**src/rtl/core/crc8df_pkg.sv**
```systemverilog
// shared types, constants and the crc step for the crc8 packet deframer
// no dependencies; imported by crc8_packet_deframer_core

package crc8df_pkg;

    localparam int MAX_DATA = 32;
    localparam int ADDR_W   = $clog2(MAX_DATA);
    localparam int LEN_W    = 6;

    localparam logic [7:0] CRC_POLY = 8'h8C;
    localparam logic [7:0] SYNC_RST = 8'hAA;

    typedef enum logic [2:0] {
        PH_SYNC = 3'd0,
        PH_CMD  = 3'd1,
        PH_LEN  = 3'd2,
        PH_DATA = 3'd3,
        PH_CHK  = 3'd4
    } phase_t;

    typedef enum logic [1:0] {
        CTL_IDLE,
        CTL_WORK,
        CTL_STREAM
    } ctl_state_t;

    typedef enum logic [1:0] {
        ST_BUSY = 2'd0,
        ST_DONE = 2'd1,
        ST_FAIL = 2'd2
    } status_t;

    // reflected crc8, one byte, lsb first
    function automatic logic [7:0] crc8_update(input logic [7:0] crc_in,
                                               input logic [7:0] data_in);
        logic [7:0] crc;
        logic [7:0] d;
        logic       mix;
        crc = crc_in;
        d   = data_in;
        for (int k = 0; k < 8; k++)
        begin
            mix = crc[0] ^ d[0];
            crc = {1'b0, crc[7:1]};
            if (mix)
            begin
                crc = crc ^ CRC_POLY;
            end
            d = {1'b0, d[7:1]};
        end
        return crc;
    endfunction

endpackage

```
**src/rtl/core/crc8df_ram.sv**
```systemverilog
// generic single-write, single-read ram with registered read data
// no dependencies; holds the deframer payload bytes

module crc8df_ram #(
    parameter int WIDTH = 8,
    parameter int DEPTH = 32
) (
    input  logic                                    clk,
    input  logic                                    wr_en,
    input  logic [((DEPTH > 1) ? $clog2(DEPTH) : 1)-1:0] wr_addr,
    input  logic [WIDTH-1:0]                        wr_data,
    input  logic                                    rd_en,
    input  logic [((DEPTH > 1) ? $clog2(DEPTH) : 1)-1:0] rd_addr,
    output logic [WIDTH-1:0]                        rd_data
);

    logic [WIDTH-1:0] mem [DEPTH];

    always_ff @(posedge clk)
    begin
        if (wr_en)
        begin
            mem[wr_addr] <= wr_data;
        end
        if (rd_en)
        begin
            rd_data <= mem[rd_addr];
        end
    end

endmodule

```
**src/rtl/core/crc8_packet_deframer_core.sv**
```systemverilog
// byte-serial frame parser: sync, cmd, len, payload, crc8 check, payload stream out
// depends on crc8df_pkg and crc8df_ram
//
// channel | direction | handshake         | payload
// --------+-----------+-------------------+-----------------------------------------
// in      | in        | in_valid/in_stall | rx_byte
// out     | out       | out_valid/out_stall | status, frame_cmd, frame_len, byte_index,
//         |           |                   | payload_byte, last
// cfg     | in        | cfg_valid/cfg_ready | cfg_data (sync byte)
//
// each input byte is captured first, then updates the parser state and writes the payload
// ram. a good frame with n payload bytes then streams n results, one per cycle while
// out_stall is low, as the ram read for the next byte overlaps the current result.
// out_stall holds the output register and the stream; in_stall stays high until done.
// reset is asynchronous; the payload ram needs no clearing pass.

module crc8_packet_deframer_core
    import crc8df_pkg::*;
(
    input  logic              clk,
    input  logic              rst_n,
    input  logic              in_valid,
    output logic              in_stall,
    input  logic [7:0]        rx_byte,
    output logic              out_valid,
    input  logic              out_stall,
    output logic [1:0]        status,
    output logic [7:0]        frame_cmd,
    output logic [LEN_W-1:0]  frame_len,
    output logic [ADDR_W-1:0] byte_index,
    output logic [7:0]        payload_byte,
    output logic              last,
    input  logic              cfg_valid,
    output logic              cfg_ready,
    input  logic [7:0]        cfg_data
);

    ctl_state_t        ctl_reg, ctl_next;
    phase_t            phase_reg, phase_next;
    logic [7:0]        sync_byte_reg;
    logic [7:0]        in_byte_reg;
    logic [7:0]        held_cmd_reg, held_cmd_next;
    logic [LEN_W-1:0]  held_len_reg, held_len_next;
    logic [LEN_W-1:0]  fill_index_reg, fill_index_next;
    logic [7:0]        crc_reg, crc_next;
    logic [ADDR_W-1:0] stream_idx_reg, stream_idx_next;

    logic              out_valid_reg;
    logic [1:0]        status_reg;
    logic [7:0]        frame_cmd_reg;
    logic [LEN_W-1:0]  frame_len_reg;
    logic [ADDR_W-1:0] byte_index_reg;
    logic [7:0]        payload_byte_reg;
    logic              last_reg;

    // parser response for the byte in in_byte_reg
    status_t           rsp_status;
    logic [7:0]        rsp_cmd;
    logic              rsp_stream;
    logic              wr_en;

    logic              out_free;
    logic              work_go;
    logic              stream_last;
    logic              out_load;
    logic [1:0]        load_status;
    logic [7:0]        load_cmd;
    logic [LEN_W-1:0]  load_len;
    logic [ADDR_W-1:0] load_index;
    logic [7:0]        load_byte;
    logic              load_last;
    logic              rd_en;
    logic [ADDR_W-1:0] rd_addr;
    logic [7:0]        rd_data;
    logic [LEN_W-1:0]  fill_inc;

    assign out_free    = !out_valid_reg || !out_stall;
    assign work_go     = (ctl_reg == CTL_WORK) && out_free;
    assign stream_last = (LEN_W'(stream_idx_reg) + LEN_W'(1)) == held_len_reg;
    assign fill_inc    = fill_index_reg + LEN_W'(1);

    crc8df_ram #(
        .WIDTH (8),
        .DEPTH (MAX_DATA)
    ) u_payload_ram (
        .clk     (clk),
        .wr_en   (wr_en),
        .wr_addr (fill_index_reg[ADDR_W-1:0]),
        .wr_data (in_byte_reg),
        .rd_en   (rd_en),
        .rd_addr (rd_addr),
        .rd_data (rd_data)
    );

    // parser state update
    always_comb
    begin
        phase_next      = phase_reg;
        held_cmd_next   = held_cmd_reg;
        held_len_next   = held_len_reg;
        fill_index_next = fill_index_reg;
        crc_next        = crc_reg;
        rsp_status      = ST_BUSY;
        rsp_cmd         = 8'h00;
        rsp_stream      = 1'b0;
        wr_en           = 1'b0;
        unique case (phase_reg)
            PH_SYNC:
            begin
                if (in_byte_reg == sync_byte_reg)
                begin
                    phase_next = PH_CMD;
                    crc_next   = 8'h00;
                end
            end
            PH_CMD:
            begin
                held_cmd_next = in_byte_reg;
                crc_next      = crc8_update(8'h00, in_byte_reg);
                phase_next    = PH_LEN;
            end
            PH_LEN:
            begin
                fill_index_next = '0;
                if ({1'b0, in_byte_reg} > 9'(MAX_DATA))
                begin
                    phase_next    = PH_SYNC;
                    held_cmd_next = 8'h00;
                    held_len_next = '0;
                    crc_next      = 8'h00;
                    rsp_status    = ST_FAIL;
                end
                else
                begin
                    held_len_next = in_byte_reg[LEN_W-1:0];
                    crc_next      = crc8_update(crc_reg, in_byte_reg);
                    phase_next    = (in_byte_reg[LEN_W-1:0] == '0) ? PH_CHK : PH_DATA;
                end
            end
            PH_DATA:
            begin
                wr_en           = work_go && (fill_index_reg < LEN_W'(MAX_DATA));
                crc_next        = crc8_update(crc_reg, in_byte_reg);
                fill_index_next = fill_inc;
                if (fill_inc >= held_len_reg)
                begin
                    phase_next = PH_CHK;
                end
            end
            PH_CHK:
            begin
                if (in_byte_reg != crc_reg)
                begin
                    phase_next      = PH_SYNC;
                    held_cmd_next   = 8'h00;
                    held_len_next   = '0;
                    fill_index_next = '0;
                    crc_next        = 8'h00;
                    rsp_status      = ST_FAIL;
                end
                else
                begin
                    phase_next      = PH_SYNC;
                    fill_index_next = '0;
                    rsp_status      = ST_DONE;
                    rsp_cmd         = held_cmd_reg;
                    rsp_stream      = (held_len_reg != '0);
                end
            end
            default:
            begin
                phase_next      = PH_SYNC;
                held_cmd_next   = 8'h00;
                held_len_next   = '0;
                fill_index_next = '0;
                crc_next        = 8'h00;
                rsp_status      = ST_FAIL;
            end
        endcase
    end

    // control next state
    always_comb
    begin
        ctl_next = ctl_reg;
        unique case (ctl_reg)
            CTL_IDLE:
            begin
                if (in_valid)
                begin
                    ctl_next = CTL_WORK;
                end
            end
            CTL_WORK:
            begin
                if (work_go)
                begin
                    ctl_next = rsp_stream ? CTL_STREAM : CTL_IDLE;
                end
            end
            CTL_STREAM:
            begin
                if (out_free && stream_last)
                begin
                    ctl_next = CTL_IDLE;
                end
            end
            default:
            begin
                ctl_next = CTL_IDLE;
            end
        endcase
    end

    // control outputs
    always_comb
    begin
        in_stall        = 1'b1;
        out_load        = 1'b0;
        rd_en           = 1'b0;
        rd_addr         = '0;
        stream_idx_next = stream_idx_reg;
        load_status     = ST_BUSY;
        load_cmd        = 8'h00;
        load_len        = '0;
        load_index      = '0;
        load_byte       = 8'h00;
        load_last       = 1'b1;
        unique case (ctl_reg)
            CTL_IDLE:
            begin
                in_stall = 1'b0;
            end
            CTL_WORK:
            begin
                stream_idx_next = '0;
                if (work_go)
                begin
                    if (rsp_stream)
                    begin
                        rd_en = 1'b1;
                    end
                    else
                    begin
                        out_load    = 1'b1;
                        load_status = rsp_status;
                        load_cmd    = rsp_cmd;
                    end
                end
            end
            CTL_STREAM:
            begin
                load_status = ST_DONE;
                load_cmd    = held_cmd_reg;
                load_len    = held_len_reg;
                load_index  = stream_idx_reg;
                load_byte   = rd_data;
                load_last   = stream_last;
                if (out_free)
                begin
                    out_load        = 1'b1;
                    stream_idx_next = stream_idx_reg + ADDR_W'(1);
                    // fetch the next byte while this one goes out
                    rd_en   = !stream_last;
                    rd_addr = stream_idx_reg + ADDR_W'(1);
                end
            end
            default:
            begin
                in_stall = 1'b1;
            end
        endcase
    end

    always_ff @(posedge clk or negedge rst_n)
    begin
        if (!rst_n)
        begin
            ctl_reg        <= CTL_IDLE;
            phase_reg      <= PH_SYNC;
            sync_byte_reg  <= SYNC_RST;
            held_cmd_reg   <= 8'h00;
            held_len_reg   <= '0;
            fill_index_reg <= '0;
            crc_reg        <= 8'h00;
            stream_idx_reg <= '0;
            out_valid_reg  <= 1'b0;
        end
        else
        begin
            ctl_reg        <= ctl_next;
            stream_idx_reg <= stream_idx_next;
            if (cfg_valid && cfg_ready)
            begin
                sync_byte_reg <= cfg_data;
            end
            if (work_go)
            begin
                phase_reg      <= phase_next;
                held_cmd_reg   <= held_cmd_next;
                held_len_reg   <= held_len_next;
                fill_index_reg <= fill_index_next;
                crc_reg        <= crc_next;
            end
            if (out_load)
            begin
                out_valid_reg <= 1'b1;
            end
            else if (!out_stall)
            begin
                out_valid_reg <= 1'b0;
            end
        end
    end

    // capture and result payload registers
    always_ff @(posedge clk)
    begin
        if (in_valid && !in_stall)
        begin
            in_byte_reg <= rx_byte;
        end
        if (out_load)
        begin
            status_reg       <= load_status;
            frame_cmd_reg    <= load_cmd;
            frame_len_reg    <= load_len;
            byte_index_reg   <= load_index;
            payload_byte_reg <= load_byte;
            last_reg         <= load_last;
        end
    end

    assign cfg_ready    = 1'b1;
    assign out_valid    = out_valid_reg;
    assign status       = status_reg;
    assign frame_cmd    = frame_cmd_reg;
    assign frame_len    = frame_len_reg;
    assign byte_index   = byte_index_reg;
    assign payload_byte = payload_byte_reg;
    assign last         = last_reg;

endmodule

```
**config.mk**
```make
export PLATFORM = sky130hd
export DESIGN_NAME = crc8_packet_deframer_core
export DESIGN_NICKNAME = d
export VERILOG_FILES = /design/src/rtl/core/crc8df_pkg.sv /design/src/rtl/core/crc8df_ram.sv /design/src/rtl/core/crc8_packet_deframer_core.sv
export SDC_FILE = /design/constraint.sdc
export NUM_CORES = 1
export LEC_CHECK = 0
export BUFFER_PORTS_ARGS = -buffer_cell sky130_fd_sc_hd__buf_2
export CAP_MARGIN = 25
export CELL_PAD_IN_SITES_DETAIL_PLACEMENT = 1
export CELL_PAD_IN_SITES_GLOBAL_PLACEMENT = 1
export CORE_MARGIN = 4
export CORE_UTILIZATION = 52
export CTS_CLUSTER_DIAMETER = 80
export DETAILED_ROUTE_END_ITERATION = 8
export PLACE_DENSITY_LB_ADDON = 0.1
export SLEW_MARGIN = 20
export SYNTH_ARGS = -nofsm -noshare
export SYNTH_HDL_FRONTEND = slang
export SYNTH_SLANG_ARGS = --single-unit
```
**constraint.sdc**
```tcl
create_clock -name clk -period 4.05 [get_ports clk]
set_clock_uncertainty 0.15 [all_clocks]
set_input_delay 0.405 -clock clk [delete_from_list [all_inputs] [get_ports clk]]
set_output_delay 0.405 -clock clk [all_outputs]
set_load 0.005 [all_outputs]
```
==> flow_summary.json <==
{
  "outcome": "complete, no violations",
  "wl_per_cell_um": 26.6,
  "end_kind": "register",
  "worstPathCellList": "inv_1 > ha_1 > a21bo_2 > buf_4 > nor2_1 > buf_4 > o211ai_1 > o21ai_0 > a211oi_1 > nor3_1",
  "clkLatencyLatePin_ps": 520,
  "crit_type": "reg2reg",
  "holdWs_ps": 105,
  "place.gp.congestion": 0.836,
  "h-tree-depth": 2,
  "cts_tree": "yes",
  "avgSynthCellArea_um2": 14.3,
  "overflow": 0,
  "cts_root_buffer": "clkbuf_16",
  "vias": 9365,
  "max_freq_mhz": 306,
  "clockBufferDepth": 3,
  "setup-tns-final_ps": 0,
  "synthCells": 1043,
  "grt_pass1_vias": 9902,
  "rsz0062_at_grt": "no",
  "netSwitchingPower_mw": 2.56,
  "ys_ff_latch": 349,
  "grt_pass1_wl_um": 62300,
  "synth-seq-area-share": 0.687,
  "p_total_mw": 9.28,
  "rows": 61,
  "synth_warnings": 0,
  "cp_slowest_stage_delay_ps": 610,
  "period_share": 0.806,
  "antenna_found_initial": 2,
  "nFillCells": 2693,
  "portBuffers": 52,
  "clk_pin_slew_worst_paths_ps": 60,
  "p_leak_nw": 5.89,
  "worst_ep_required_time_ps": 4150,
  "vdd_drop_max_uv": 502,
  "fp.coreArea_um2": 28000,
  "maxSlewHeadroom": 0.345,
  "final_cell_mix": "edfxtp_1, nor2_1, nand2_1",
  "clockPowerShare": 0.339,
  "preCtsSetupSlack_ps": 791,
  "cts_setup_buffers": 0,
  "hp-class": "in2reg",
  "worstMarginPinSlew_ps": 979,
  "min_period_ps": 3270,
  "maxCapViolCount": 0,
  "p_per_area_nw_per_um2": 544,
  "ys_types": 66,
  "drt_wl_total_um": 41000,
  "grt_max_degree": 48,
  "crit_path_top_delay_cell": "a21bo_2",
  "critPathMaxFanout": 25,
  "instances_no_fill": 1539,
  "drtPass1Iterations": 5,
  "switching_share": 0.275,
  "top_register": "u_payload_ram.mem",
  "cp.arrival_ps": 3370,
  "synth-edff-count": 302,
  "track_usage": 0.266,
  "antennaDiodeCount": 0,
  "die_h_um": 177,
  "dpl.cell_count": 1455,
  "fin_nets": 1171,
  "layout-drive-gt1-share": 0.176,
  "hpwl_um": 26300,
  "drt-initial-drc-count": 793,
  "fin_ws_ps": 785,
  "drv_slew": 0,
  "cpMostUsedCell": "buf_4",
  "final_common_cell": "edfxtp_1",
  "worstSetupStartpointType": "register",
  "initial_core_util": 0.533,
  "hold_viol": 0,
  "async_flop_share": 0.135,
  "cts_buffers": 37,
  "netlist_area_um2": 14900,
  "drc": 0,
  "largest_reg_flops": 256,
  "cts_sinks": 349,
  "die_x_um": 177,
  "syn_nets": 1081,
  "p_comb_frac": 0.180,
  "p_int_mw": 6.72,
  "power_frac_seq": 0.481,
  "via_per_inst": 6.09,
  "synthToLayoutAreaGrowth_pct": 14.2,
  "antenna_left": 0,
  "ys.flop_type": "edfxtp_1",
  "num_io_pins": 54,
  "die_area_um2": 31500,
  "setup_viol": 0
}
layout make-up:
type	instances	area (um2)	area share
flip-flops and latches	349	10300	0.601
clock inverters	17	110	0.00646
multi-input cells	602	4320	0.254
repair buffers	114	788	0.0462
clock buffers	50	995	0.0583
well taps	378	473	0.0277
inverters	29	109	0.00638
metrics by stage:
step	util	cell area, um2
2_1_floorplan	-	14900
6_report	0.609	17000
3_5_place_dp	0.563	15800
5_1_grt	0.609	17000
3_3_place_gp	0.562	15700
4_1_cts	0.609	17000
routing by layer:
layer / vias up / share of wire / GRT usage
met5: - / 0.00073 / 0
met4: 4 / 0.032 / 0.0835
met3: 71 / 0.061 / 0.0432
met2: 333 / 0.48 / 0.431
met1: 4810 / 0.42 / 0.373
li1: 4147 / - / -
critical path, delay by kind of cell, from the launching register on:
family                     cells  cell delay [ps]
AOI/OAI and AO/OA              4             1430
adders and majority gates      1              250
buffers and inverters          3              620
DFF                            1              350
and+or+nand+nor                2              180
synthesized netlist by cell type (11+ instances only):
library cell	instances	area share
ha_1	17	0.014
nor2_1	79	0.020
xnor2_1	31	0.018
nand3_1	24	0.0080
mux4_2	23	0.035
o221ai_1	11	0.0065
o211ai_1	22	0.011
xor2_1	23	0.013
a211oi_1	23	0.012
clkbuf_1	50	0.013
or3_1	25	0.010
dfrtp_1	43	0.072
and2_1	25	0.010
o21ai_0	34	0.011
nor3_1	19	0.0064
a22o_1	14	0.0082
mux2_2	20	0.015
edfxtp_1	302	0.61
nand2_1	74	0.019
inv_1	27	0.0068
a21oi_1	21	0.0070
timing repair:
action,in CTS,in global routing
hold endpoints to repair,59,0
hold buffers,17,0
resized for setup,0,0
kinds of logic (layout without fill, tap and decap cells):
logic type,Yosys count,after routing,share of synthesized area
AOI/OAI and AO/OA,187,187,0.0895
xor gates and xnor gates,56,56,0.0344
adders and majority gates,17,17,0.0143
buffers and inverters,92,210,0.0255
DFF,349,349,0.687
muxes,52,52,0.0558
other,1,1,0.000251
and+or+nand+nor,289,289,0.0934
final timing paths:
check / startpoint / to / slack [ps] / depth (start not counted)
min reg2reg: held_cmd_reg[2] / held_cmd_reg[2] / 350 / 1
min: out_stall / out_valid / 100 / 2
min in group asynchronous: rst_n / crc_reg[2] / 390 / 3
max: ctl_reg[0] / u_payload_ram.rd_data[3] / 780 / 10
max in group asynchronous: rst_n / stream_idx_reg[0] / 2890 / 3
max reg2reg: ctl_reg[0] / u_payload_ram.rd_data[3] / 780 / 10
power by group through the flow:
| stage | registers, mW | clock network (mW) | logic [mW] |
|---|---|---|---|
| 2_1_floorplan | 4.53 | 0 | 1.05 |
| 3_3_place_gp | 4.53 | 0 | 1.56 |
| 3_5_place_dp | 4.54 | 0 | 1.64 |
| 4_1_cts | 4.47 | 3.18 | 1.68 |
| 5_1_grt | 4.49 | 3.35 | 1.84 |
| 6_report | 4.47 | 3.14 | 1.67 |
Note: power is estimated with default switching activity, not from simulation.
